**config.mk**
```make
export PLATFORM = sky130hd
export DESIGN_NAME = keypad_calculator_core
export DESIGN_NICKNAME = d
export VERILOG_FILES = /design/src/sv/kpc_pkg.sv /design/src/sv/kpc_front.sv /design/src/sv/kpc_fifo.sv /design/src/sv/kpc_back.sv /design/src/sv/keypad_calculator_core.sv
export SDC_FILE = /design/constraint.sdc
export NUM_CORES = 2
export LEC_CHECK = 0
export BUFFER_PORTS_ARGS = -buffer_cell sky130_fd_sc_hd__buf_2
export CORE_UTILIZATION = 55
export DETAILED_ROUTE_END_ITERATION = 8
export PLACE_DENSITY = 0.83
export SYNTH_ARGS = -nofsm -noshare
export SYNTH_HDL_FRONTEND = slang
export SYNTH_SLANG_ARGS = --single-unit
export TNS_END_PERCENT = 5
```
**constraint.sdc**
```tcl
create_clock -name clk -period 8 [get_ports clk]
set_clock_uncertainty 0.1 [all_clocks]
set_input_delay 0.8 -clock clk [delete_from_list [all_inputs] [get_ports clk]]
set_output_delay 0.8 -clock clk [all_outputs]
set_load 0.02 [all_outputs]
```
**src/sv/kpc_pkg.sv**
```systemverilog
`timescale 1ns / 1ps
// Shared types, codes and constants for the keypad calculator core.
// Has no dependencies; every other file of the block imports it.
package kpc_pkg;

  localparam int OPERAND_BITS_DEF  = 20;
  localparam int FRACTION_BITS_DEF = 16;
  localparam int CODE_BITS         = 20;
  localparam int VALUE_BITS        = 57;
  localparam int KEY_BITS          = 6;
  localparam int KIND_BITS         = 2;
  localparam int QUEUE_DEPTH       = 2;

  localparam logic [CODE_BITS-1:0] UNLOCK_RESET = 20'd1234;

  // Keypad codes.
  localparam logic [KEY_BITS-1:0] KEY_DIGIT_MAX = 6'd9;
  localparam logic [KEY_BITS-1:0] KEY_SQRT      = 6'd14;
  localparam logic [KEY_BITS-1:0] KEY_EQUALS    = 6'd34;
  localparam logic [KEY_BITS-1:0] KEY_ADD       = 6'd41;
  localparam logic [KEY_BITS-1:0] KEY_SUB       = 6'd42;
  localparam logic [KEY_BITS-1:0] KEY_MUL       = 6'd43;
  localparam logic [KEY_BITS-1:0] KEY_DIV       = 6'd44;
  localparam logic [KEY_BITS-1:0] KEY_CLEAR     = 6'd55;

  typedef enum logic [KIND_BITS-1:0] {
    KIND_ANSWER   = 2'd0,
    KIND_DIV_ZERO = 2'd1,
    KIND_UNLOCKED = 2'd2
  } kind_t;

  typedef enum logic [2:0] {
    OP_NONE = 3'd0,
    OP_ADD  = 3'd1,
    OP_SUB  = 3'd2,
    OP_MUL  = 3'd3,
    OP_DIV  = 3'd4,
    OP_SQRT = 3'd5
  } op_t;

  // Commands passed from the front end to the arithmetic back end.
  typedef enum logic [2:0] {
    CMD_UNLOCK   = 3'd0,
    CMD_DIV_ZERO = 3'd1,
    CMD_ADD      = 3'd2,
    CMD_SUB      = 3'd3,
    CMD_MUL      = 3'd4,
    CMD_DIV      = 3'd5,
    CMD_SQRT     = 3'd6
  } cmd_t;

  typedef enum logic [2:0] {
    BK_IDLE,
    BK_MUL,
    BK_DIV,
    BK_SQRT,
    BK_OUT
  } bk_state_t;

  typedef struct packed {
    logic full;
    logic empty;
  } fifo_status_t;

endpackage

```
**src/sv/kpc_front.sv**
```systemverilog
`timescale 1ns / 1ps
// Key decoder of the keypad calculator: lock state, operand entry and operator.
// Depends on kpc_pkg; issues commands into kpc_fifo.
module kpc_front #(
  parameter int OPERAND_BITS = kpc_pkg::OPERAND_BITS_DEF
) (
  input  logic                           clk,
  input  logic                           rst_n,
  input  logic                           in_valid,
  output logic                           in_stall,
  input  logic [kpc_pkg::KEY_BITS-1:0]   in_key_code,
  input  logic                           cfg_wr_en,
  input  logic [kpc_pkg::CODE_BITS-1:0]  cfg_wr_data,
  input  kpc_pkg::fifo_status_t          q_status,
  output logic                           push,
  output kpc_pkg::cmd_t                  push_cmd,
  output logic [OPERAND_BITS-1:0]        push_a,
  output logic [OPERAND_BITS-1:0]        push_b
);
  import kpc_pkg::*;

  localparam int XW   = OPERAND_BITS + 4;
  localparam int CMPW = (OPERAND_BITS > CODE_BITS) ? OPERAND_BITS : CODE_BITS;

  logic                    unlocked_r, unlocked_nxt;
  logic [OPERAND_BITS-1:0] a_r, a_nxt, b_r, b_nxt;
  op_t                     op_r, op_nxt;
  logic [CODE_BITS-1:0]    code_r;

  logic                    accept, is_digit, match;
  logic [OPERAND_BITS-1:0] digit_src, digit_sat, lock_operand;
  logic [XW-1:0]           digit_ext, digit_sum;

  assign in_stall = q_status.full;
  assign accept   = in_valid && !q_status.full;
  assign is_digit = in_key_code <= KEY_DIGIT_MAX;

  // Times ten plus the digit, saturating at the all-ones operand.
  assign digit_src = (unlocked_r && op_r != OP_NONE) ? b_r : a_r;
  assign digit_ext = XW'(digit_src);
  assign digit_sum = (digit_ext << 3) + (digit_ext << 1) + XW'(in_key_code);
  assign digit_sat = (|digit_sum[XW-1:OPERAND_BITS]) ? '1 : digit_sum[OPERAND_BITS-1:0];

  assign lock_operand = is_digit ? digit_sat : a_r;
  assign match        = CMPW'(lock_operand) == CMPW'(code_r);

  always_comb begin
    unlocked_nxt = unlocked_r;
    a_nxt        = a_r;
    b_nxt        = b_r;
    op_nxt       = op_r;
    push         = 1'b0;
    push_cmd     = CMD_UNLOCK;
    push_a       = a_r;
    push_b       = b_r;
    if (accept) begin
      if (!unlocked_r) begin
        a_nxt = lock_operand;
        if (match || in_key_code == KEY_CLEAR) begin
          a_nxt  = '0;
          b_nxt  = '0;
          op_nxt = OP_NONE;
        end
        if (match) begin
          unlocked_nxt = 1'b1;
          push         = 1'b1;
          push_cmd     = CMD_UNLOCK;
        end
      end else if (is_digit) begin
        if (op_r != OP_NONE) begin
          b_nxt = digit_sat;
        end else begin
          a_nxt = digit_sat;
        end
      end else begin
        case (in_key_code)
          KEY_ADD:  op_nxt = OP_ADD;
          KEY_SUB:  op_nxt = OP_SUB;
          KEY_MUL:  op_nxt = OP_MUL;
          KEY_DIV:  op_nxt = OP_DIV;
          KEY_SQRT: op_nxt = OP_SQRT;
          KEY_CLEAR: begin
            a_nxt  = '0;
            b_nxt  = '0;
            op_nxt = OP_NONE;
          end
          KEY_EQUALS: begin
            if (op_r != OP_NONE) begin
              push = 1'b1;
              unique case (op_r)
                OP_ADD:  push_cmd = CMD_ADD;
                OP_SUB:  push_cmd = CMD_SUB;
                OP_MUL:  push_cmd = CMD_MUL;
                OP_DIV:  push_cmd = (b_r == '0) ? CMD_DIV_ZERO : CMD_DIV;
                OP_SQRT: push_cmd = CMD_SQRT;
                default: push_cmd = CMD_ADD;
              endcase
            end
          end
          default: ;
        endcase
      end
    end
  end

  always_ff @(posedge clk) begin
    if (!rst_n) begin
      unlocked_r <= 1'b0;
      a_r        <= '0;
      b_r        <= '0;
      op_r       <= OP_NONE;
      code_r     <= UNLOCK_RESET;
    end else begin
      unlocked_r <= unlocked_nxt;
      a_r        <= a_nxt;
      b_r        <= b_nxt;
      op_r       <= op_nxt;
      if (cfg_wr_en) begin
        code_r <= cfg_wr_data;
      end
    end
  end

endmodule

```
**src/sv/kpc_fifo.sv**
```systemverilog
`timescale 1ns / 1ps
// Short command queue between the key decoder and the arithmetic unit.
// Depends on kpc_pkg for the status struct; head entry is visible while not empty.
module kpc_fifo #(
  parameter int WIDTH = 8,
  parameter int DEPTH = kpc_pkg::QUEUE_DEPTH
) (
  input  logic                  clk,
  input  logic                  rst_n,
  input  logic                  push,
  input  logic [WIDTH-1:0]      wdata,
  input  logic                  pop,
  output logic [WIDTH-1:0]      rdata,
  output kpc_pkg::fifo_status_t status
);
  import kpc_pkg::*;

  localparam int PW = (DEPTH > 1) ? $clog2(DEPTH) : 1;
  localparam int CW = $clog2(DEPTH + 1);

  logic [WIDTH-1:0] mem_r [DEPTH];
  logic [PW-1:0]    wr_ptr_r, wr_ptr_nxt, rd_ptr_r, rd_ptr_nxt;
  logic [CW-1:0]    count_r, count_nxt;
  logic             do_push, do_pop;

  assign status.full  = count_r == CW'(DEPTH);
  assign status.empty = count_r == '0;
  assign do_push      = push && !status.full;
  assign do_pop       = pop && !status.empty;
  assign rdata        = mem_r[rd_ptr_r];

  always_comb begin
    wr_ptr_nxt = wr_ptr_r;
    rd_ptr_nxt = rd_ptr_r;
    count_nxt  = count_r;
    if (do_push) begin
      wr_ptr_nxt = (wr_ptr_r == PW'(DEPTH - 1)) ? '0 : wr_ptr_r + 1'b1;
    end
    if (do_pop) begin
      rd_ptr_nxt = (rd_ptr_r == PW'(DEPTH - 1)) ? '0 : rd_ptr_r + 1'b1;
    end
    if (do_push && !do_pop) begin
      count_nxt = count_r + 1'b1;
    end else if (do_pop && !do_push) begin
      count_nxt = count_r - 1'b1;
    end
  end

  always_ff @(posedge clk) begin
    if (!rst_n) begin
      wr_ptr_r <= '0;
      rd_ptr_r <= '0;
      count_r  <= '0;
    end else begin
      wr_ptr_r <= wr_ptr_nxt;
      rd_ptr_r <= rd_ptr_nxt;
      count_r  <= count_nxt;
    end
  end

  always_ff @(posedge clk) begin
    if (do_push) begin
      mem_r[wr_ptr_r] <= wdata;
    end
  end

endmodule

```
**src/sv/kpc_back.sv**
```systemverilog
`timescale 1ns / 1ps
// Arithmetic unit: add, subtract, registered multiply, bit-serial divide and
// square root, and the output register. Depends on kpc_pkg; fed by kpc_fifo.
module kpc_back #(
  parameter int OPERAND_BITS  = kpc_pkg::OPERAND_BITS_DEF,
  parameter int FRACTION_BITS = kpc_pkg::FRACTION_BITS_DEF
) (
  input  logic                                clk,
  input  logic                                rst_n,
  input  kpc_pkg::fifo_status_t               q_status,
  output logic                                pop,
  input  kpc_pkg::cmd_t                       cmd,
  input  logic [OPERAND_BITS-1:0]             cmd_a,
  input  logic [OPERAND_BITS-1:0]             cmd_b,
  output logic                                out_valid,
  input  logic                                out_stall,
  output logic [kpc_pkg::KIND_BITS-1:0]       out_result_kind,
  output logic signed [kpc_pkg::VALUE_BITS-1:0] out_result_value
);
  import kpc_pkg::*;

  localparam int OB   = OPERAND_BITS;
  localparam int FB   = FRACTION_BITS;
  localparam int DW   = OB + FB;             // dividend and quotient width
  localparam int RH   = (OB + 1) / 2 + FB;   // root width, one bit per step
  localparam int RW2  = 2 * RH;              // radicand width, padded to even
  localparam int CNTW = $clog2(DW + 1);

  bk_state_t state_r, state_nxt;

  logic [OB-1:0]         a_r, a_nxt, b_r, b_nxt;
  logic [DW-1:0]         quo_r, quo_nxt;
  logic [OB-1:0]         rem_r, rem_nxt;
  logic [RW2-1:0]        rad_r, rad_nxt;
  logic [RH-1:0]         root_r, root_nxt;
  logic [RH+1:0]         srem_r, srem_nxt;
  logic [CNTW-1:0]       cnt_r, cnt_nxt;
  kind_t                 kind_r, kind_nxt;
  logic [VALUE_BITS-1:0] res_r, res_nxt;

  logic                  out_valid_r, out_valid_nxt, load_out;
  kind_t                 out_kind_r;
  logic [VALUE_BITS-1:0] out_value_r;

  logic [OB:0]     sub_diff, add_sum;
  logic [2*OB-1:0] prod;
  logic [OB:0]     div_shift, div_sub;
  logic            div_ge;
  logic [RH+3:0]   sq_pre, sq_trial, sq_sub;
  logic            sq_ge;
  logic            last_step;

  assign add_sum  = {1'b0, cmd_a} + {1'b0, cmd_b};
  assign sub_diff = {1'b0, cmd_a} - {1'b0, cmd_b};
  assign prod     = (2*OB)'(a_r) * (2*OB)'(b_r);

  // Restoring division step: one quotient bit a cycle.
  assign div_shift = {rem_r, quo_r[DW-1]};
  assign div_ge    = div_shift >= {1'b0, b_r};
  assign div_sub   = div_shift - {1'b0, b_r};

  // Digit-by-digit square root step: two radicand bits, one root bit.
  assign sq_pre   = {srem_r, rad_r[RW2-1 -: 2]};
  assign sq_trial = (RH + 4)'({root_r, 2'b01});
  assign sq_ge    = sq_pre >= sq_trial;
  assign sq_sub   = sq_pre - sq_trial;

  assign last_step = cnt_r == CNTW'(1);

  always_comb begin
    state_nxt = state_r;
    a_nxt     = a_r;
    b_nxt     = b_r;
    quo_nxt   = quo_r;
    rem_nxt   = rem_r;
    rad_nxt   = rad_r;
    root_nxt  = root_r;
    srem_nxt  = srem_r;
    cnt_nxt   = cnt_r;
    kind_nxt  = kind_r;
    res_nxt   = res_r;
    pop       = 1'b0;
    load_out  = 1'b0;
    unique case (state_r)
      BK_IDLE: begin
        if (!q_status.empty) begin
          pop      = 1'b1;
          a_nxt    = cmd_a;
          b_nxt    = cmd_b;
          kind_nxt = KIND_ANSWER;
          res_nxt  = '0;
          unique case (cmd)
            CMD_UNLOCK: begin
              kind_nxt  = KIND_UNLOCKED;
              state_nxt = BK_OUT;
            end
            CMD_DIV_ZERO: begin
              kind_nxt  = KIND_DIV_ZERO;
              state_nxt = BK_OUT;
            end
            CMD_ADD: begin
              res_nxt   = VALUE_BITS'(add_sum) << FB;
              state_nxt = BK_OUT;
            end
            CMD_SUB: begin
              res_nxt   = VALUE_BITS'($signed(sub_diff)) << FB;
              state_nxt = BK_OUT;
            end
            CMD_MUL: state_nxt = BK_MUL;
            CMD_DIV: begin
              quo_nxt   = DW'(cmd_a) << FB;
              rem_nxt   = '0;
              cnt_nxt   = CNTW'(DW);
              state_nxt = BK_DIV;
            end
            CMD_SQRT: begin
              rad_nxt   = RW2'(cmd_b) << (2 * FB);
              srem_nxt  = '0;
              root_nxt  = '0;
              cnt_nxt   = CNTW'(RH);
              state_nxt = BK_SQRT;
            end
            default: state_nxt = BK_IDLE;
          endcase
        end
      end
      BK_MUL: begin
        res_nxt   = VALUE_BITS'(prod) << FB;
        state_nxt = BK_OUT;
      end
      BK_DIV: begin
        rem_nxt = div_ge ? div_sub[OB-1:0] : div_shift[OB-1:0];
        quo_nxt = {quo_r[DW-2:0], div_ge};
        cnt_nxt = cnt_r - 1'b1;
        if (last_step) begin
          res_nxt   = VALUE_BITS'({quo_r[DW-2:0], div_ge});
          state_nxt = BK_OUT;
        end
      end
      BK_SQRT: begin
        srem_nxt = sq_ge ? sq_sub[RH+1:0] : sq_pre[RH+1:0];
        root_nxt = {root_r[RH-2:0], sq_ge};
        rad_nxt  = rad_r << 2;
        cnt_nxt  = cnt_r - 1'b1;
        if (last_step) begin
          res_nxt   = VALUE_BITS'({root_r[RH-2:0], sq_ge});
          state_nxt = BK_OUT;
        end
      end
      BK_OUT: begin
        if (!out_valid_r || !out_stall) begin
          load_out  = 1'b1;
          state_nxt = BK_IDLE;
        end
      end
      default: state_nxt = BK_IDLE;
    endcase

    if (load_out) begin
      out_valid_nxt = 1'b1;
    end else if (!out_stall) begin
      out_valid_nxt = 1'b0;
    end else begin
      out_valid_nxt = out_valid_r;
    end
  end

  always_ff @(posedge clk) begin
    if (!rst_n) begin
      state_r     <= BK_IDLE;
      cnt_r       <= '0;
      out_valid_r <= 1'b0;
    end else begin
      state_r     <= state_nxt;
      cnt_r       <= cnt_nxt;
      out_valid_r <= out_valid_nxt;
    end
  end

  always_ff @(posedge clk) begin
    a_r    <= a_nxt;
    b_r    <= b_nxt;
    quo_r  <= quo_nxt;
    rem_r  <= rem_nxt;
    rad_r  <= rad_nxt;
    root_r <= root_nxt;
    srem_r <= srem_nxt;
    kind_r <= kind_nxt;
    res_r  <= res_nxt;
    if (load_out) begin
      out_kind_r  <= kind_r;
      out_value_r <= res_r;
    end
  end

  assign out_valid        = out_valid_r;
  assign out_result_kind  = out_kind_r;
  assign out_result_value = out_value_r;

endmodule

```
**src/sv/keypad_calculator_core.sv**
```systemverilog
`timescale 1ns / 1ps
// Keypad calculator core: key decoder, command queue and arithmetic unit.
// Depends on kpc_pkg, kpc_front, kpc_fifo and kpc_back.
//
// Usage. Each request on the input channel carries one keypad code. A
// request is taken at a rising edge with in_valid high and in_stall low.
// Keys that produce a result (the correct unlock code, or equals with an
// operator selected) post a command to a two-entry queue; all other keys
// only update the operands, the operator or the lock state.
// Results leave through an output register: out_valid stays high with a
// steady payload until out_stall is low at a rising edge.
// A key that posts a command is written into the queue, and the arithmetic
// unit then pops it. Unlock, divide-by-zero, add and subtract go straight
// to the output state, multiply first passes through BK_MUL, divide works
// one quotient bit a cycle and square root one root bit a cycle, and the
// output state loads the output register. Throughput is one key a cycle
// while the queue has room; the arithmetic unit takes one command at a
// time and starts the next only once its result is loaded for output.
// Reset (rst_n low at a rising edge) locks the calculator, clears the
// operands, operator, queue and out_valid flag, and restores the unlock
// code to 1234. A stalled receiver first holds the output register, then
// the arithmetic unit, and once the queue is full in_stall rises.
module keypad_calculator_core #(
  parameter int OPERAND_BITS  = kpc_pkg::OPERAND_BITS_DEF,
  parameter int FRACTION_BITS = kpc_pkg::FRACTION_BITS_DEF
) (
  input  logic                                  clk,
  input  logic                                  rst_n,
  input  logic                                  in_valid,
  output logic                                  in_stall,
  input  logic [kpc_pkg::KEY_BITS-1:0]          in_key_code,
  input  logic                                  cfg_wr_en,
  input  logic [kpc_pkg::CODE_BITS-1:0]         cfg_wr_data,
  output logic                                  out_valid,
  input  logic                                  out_stall,
  output logic [kpc_pkg::KIND_BITS-1:0]         out_result_kind,
  output logic signed [kpc_pkg::VALUE_BITS-1:0] out_result_value
);
  import kpc_pkg::*;

  // A queue entry holds the command code followed by both operands.
  localparam int CMD_W = $bits(cmd_t);
  localparam int QW    = CMD_W + 2 * OPERAND_BITS;

  fifo_status_t            q_status;
  logic                    q_push, q_pop;
  cmd_t                    push_cmd, head_cmd;
  logic [OPERAND_BITS-1:0] push_a, push_b, head_a, head_b;
  logic [QW-1:0]           q_wdata, q_rdata;

  // The front end decodes every key in the cycle it is taken.
  kpc_front #(
    .OPERAND_BITS (OPERAND_BITS)
  ) u_front (
    .clk         (clk),
    .rst_n       (rst_n),
    .in_valid    (in_valid),
    .in_stall    (in_stall),
    .in_key_code (in_key_code),
    .cfg_wr_en   (cfg_wr_en),
    .cfg_wr_data (cfg_wr_data),
    .q_status    (q_status),
    .push        (q_push),
    .push_cmd    (push_cmd),
    .push_a      (push_a),
    .push_b      (push_b)
  );

  assign q_wdata = {push_cmd, push_a, push_b};

  kpc_fifo #(
    .WIDTH (QW),
    .DEPTH (QUEUE_DEPTH)
  ) u_fifo (
    .clk    (clk),
    .rst_n  (rst_n),
    .push   (q_push),
    .wdata  (q_wdata),
    .pop    (q_pop),
    .rdata  (q_rdata),
    .status (q_status)
  );

  assign head_cmd = cmd_t'(q_rdata[QW-1 -: CMD_W]);
  assign head_a   = q_rdata[2*OPERAND_BITS-1 -: OPERAND_BITS];
  assign head_b   = q_rdata[OPERAND_BITS-1:0];

  // The back end works on one command at a time and owns the output register.
  kpc_back #(
    .OPERAND_BITS  (OPERAND_BITS),
    .FRACTION_BITS (FRACTION_BITS)
  ) u_back (
    .clk              (clk),
    .rst_n            (rst_n),
    .q_status         (q_status),
    .pop              (q_pop),
    .cmd              (head_cmd),
    .cmd_a            (head_a),
    .cmd_b            (head_b),
    .out_valid        (out_valid),
    .out_stall        (out_stall),
    .out_result_kind  (out_result_kind),
    .out_result_value (out_result_value)
  );

endmodule

```
==> flow_metrics.py <==
metrics = {
    "drt": {
        "drc_errors": 0,
        "viasPerCell": 5.86,
        "vias": 27600,
        "drt_iter0_markers": 2483,
        "ant_nets": 0,
        "wl_per_cell_um": 19.8,
        "routed_wl_um": 93200,
        "firstDrtPassIters": 6,
    },
    "cts": {
        "clockRootBuffer": "clkbuf_16",
        "numCtsBuffers": 51,
        "cts_sinks": 453,
        "cts_tree": "done",
        "htree_levels": 2,
        "clk_latency_ns": 0.63,
        "ctsLongestPathBuffers": 3,
        "clk_pin_slew_ns": 0.06,
    },
    "synthesis": {
        "synthCells": 3722,
        "ys_seq_elements": 453,
        "yosysUniqueCellTypes": 90,
        "ys_warn_count": 0,
        "synth-edff-count": 374,
        "seq_area_frac_synth_pct": 34.1,
        "syn_area_um2": 37500,
        "synth-async-reset-ratio_pct": 0,
        "avgSynthCellArea_um2": 10.1,
        "synth_nets": 4358,
        "synthFlopType": "edfxtp_1",
    },
    "timing": {
        "setup_violations": 0,
        "finalMaxSlewViolations": 0,
        "period_share_pct": 96.8,
        "hold_viol_final": 0,
        "max_freq_mhz": 129,
        "period_needed_ns": 7.74,
        "slew-limit-headroom_pct": 9.62,
        "max_slew.worst_pin.slew_ns": 1.35,
        "worst_slack_ns": 0.257,
    },
    "die": {
        "die-area_um2": 69300,
        "initial_core_util_pct": 55.7,
        "io_pins": 92,
        "core_um2": 67400,
        "die_y_um": 263,
        "rows": 95,
        "dieWidth_um": 263,
    },
    "setup_path": {
        "crit_required_ns": 8.32,
        "worstSetupPathType": "reg -> reg",
        "critPathArrivalTime_ns": 8.07,
        "cp-start-kind": "flop",
        "cp_max_fo": 6,
        "cp-end-kind": "flop",
    },
    "layout": {
        "area_growth_syn_to_layout_pct": 9.63,
        "mostFrequentLayoutCell": "inv_1",
        "final_util_pct": 61.1,
        "multi_input_area_um2": 22300,
        "fill_cells": 5213,
        "nets": 4435,
        "final_cell_mix": "inv_1 (503), edfxtp_1 (374), nand2_1 (335), fa_1 (325), ha_1 (280)",
        "diodes": 0,
        "drive_gt1_share_pct": 10.9,
        "seqCellArea_um2": 12800,
    },
    "min_path": {
        "hp-class": "in -> reg",
    },
    "place": {
        "dpl.hpwl_um": 70700,
        "gp_congestion": 0.962,
        "dp_slack_ns": 0.103,
        "io_buffers": 91,
    },
    "grt": {
        "grt_max_degree": 75,
        "overflow": 0,
        "antenna_found_initial": 2,
        "grt_pass1_wl_um": 151000,
        "grt_pass1_vias": 28300,
        "track_usage_pct": 27.5,
    },
    "status": {
        "status": "finished clean",
    },
    "run": {
        "drv_cap": 0,
    },
}
final timing paths:
kind | from | slack (ns) | cells after the start | end
hold / removal | cfg_wr_data[10] | 0.29 | 3 | u_front.code_r[10]
setup reg to reg | u_back.b_r[3] | 0.26 | 25 | u_back.res_r[54]
hold reg to reg | u_back.res_r[50] | 0.31 | 0 | u_back.out_result_value[50]
setup / recovery | u_back.b_r[3] | 0.26 | 25 | u_back.res_r[54]
layer usage:
metal	up-vias	track usage, %	routed length (µm)
met2	1128	45.5	44200
met3	238	5.28	7360
li1	12700	-	-
met1	13600	35.6	37500
met4	2	11.0	4110
met5	-	0	13
per-stage QoR:
stage / instance area (µm²) / cells / TNS [ns] / hold WS (ns)
6_report: 41200 / 4715 / 0 / 0.287
5_1_grt: 41200 / 4715 / -0.130 / 0.275
4_1_cts: 40900 / 4691 / 0 / 0.265
3_5_place_dp: 39100 / 4595 / 0 / 0.305
3_3_place_gp: 39100 / 4595 / 0 / 0.302
2_1_floorplan: 37500 / 3722 / 0 / 0.300
critical path, cell delays in order (launching register included):
cell and delay, ns:
edfxtp_1 0.48, buf_4 0.20, and2_1 0.17, fa_1 0.49, fa_1 0.51, inv_1 0.05, fa_1 0.54, inv_1 0.08
fa_1 0.55, fa_1 0.48, fa_1 0.59, inv_1 0.06, fa_1 0.53, inv_1 0.04, ha_1 0.30, a21o_1 0.16
a21o_1 0.17, a21o_1 0.21, a221o_1 0.30, a31oi_1 0.24, nor2b_1 0.14, o31ai_4 0.33, a211oi_1 0.14, o31ai_2 0.29
a21oi_1 0.12, o31ai_1 0.26
state kept, by name (all words and copies together) (netlist names), 26 cells and up, named ones only:
name                     cells
u_back.res_r                57
u_back.out_result_value     57
u_fifo.mem_r                86
u_back.srem_r               28
u_back.quo_r                36
u_back.root_r               26
final cells by class:
type | instances | area share, %
Clock buffer | 57 | 3.23
Clock inverter | 39 | 1.12
Inverter | 504 | 4.60
Multi-Input combinational cell | 2587 | 54.1
Sequential cell | 453 | 31.1
Tap cell | 873 | 2.65
Timing Repair Buffer | 202 | 3.21
Yosys cell counts (all sizes together), types with 20 or more instances:
library cell  count  area [µm²]
mux2             63         713
and2            228        1430
a21oi           159         815
fa              325        6510
nand4            22         138
nor2b            40         250
inv             503        1890
ha              280        3500
or3              25         156
nand3            28         140
dfxtp            79        1580
o211ai           20         155
mux2i            92         921
xnor2            76         666
a21o             67         503
o21a             24         180
clkbuf          151         567
o21ai           131         656
o31ai            32         240
nand2           336        1260
nand2b           26         163
buf              27         151
xor2             49         429
nor2            256         961
edfxtp          374       11200
nor3             44         220
or2              22         138
a31oi            42         269
logic make-up after synthesis:
group / count (synthesis) / synth area share, %
adder cells (fa/ha/maj): 605 / 26.7
buffers and inverters: 682 / 6.95
AND/OR/NAND/NOR: 1083 / 14.0
XOR/XNOR: 126 / 2.98
flip-flops: 453 / 34.1
AO/OA/AOI/OAI: 618 / 10.9
multiplexers: 155 / 4.35
repair_timing:
item,in CTS,in global routing
hold endpoints to repair,0,0
gates resized for setup,0,10
setup endpoints to repair,0,7
setup buffers,0,24
hold buffers,0,0
Power is not shown: default switching activity piles up to over one toggle a cycle in this logic, so the estimate is an artifact.
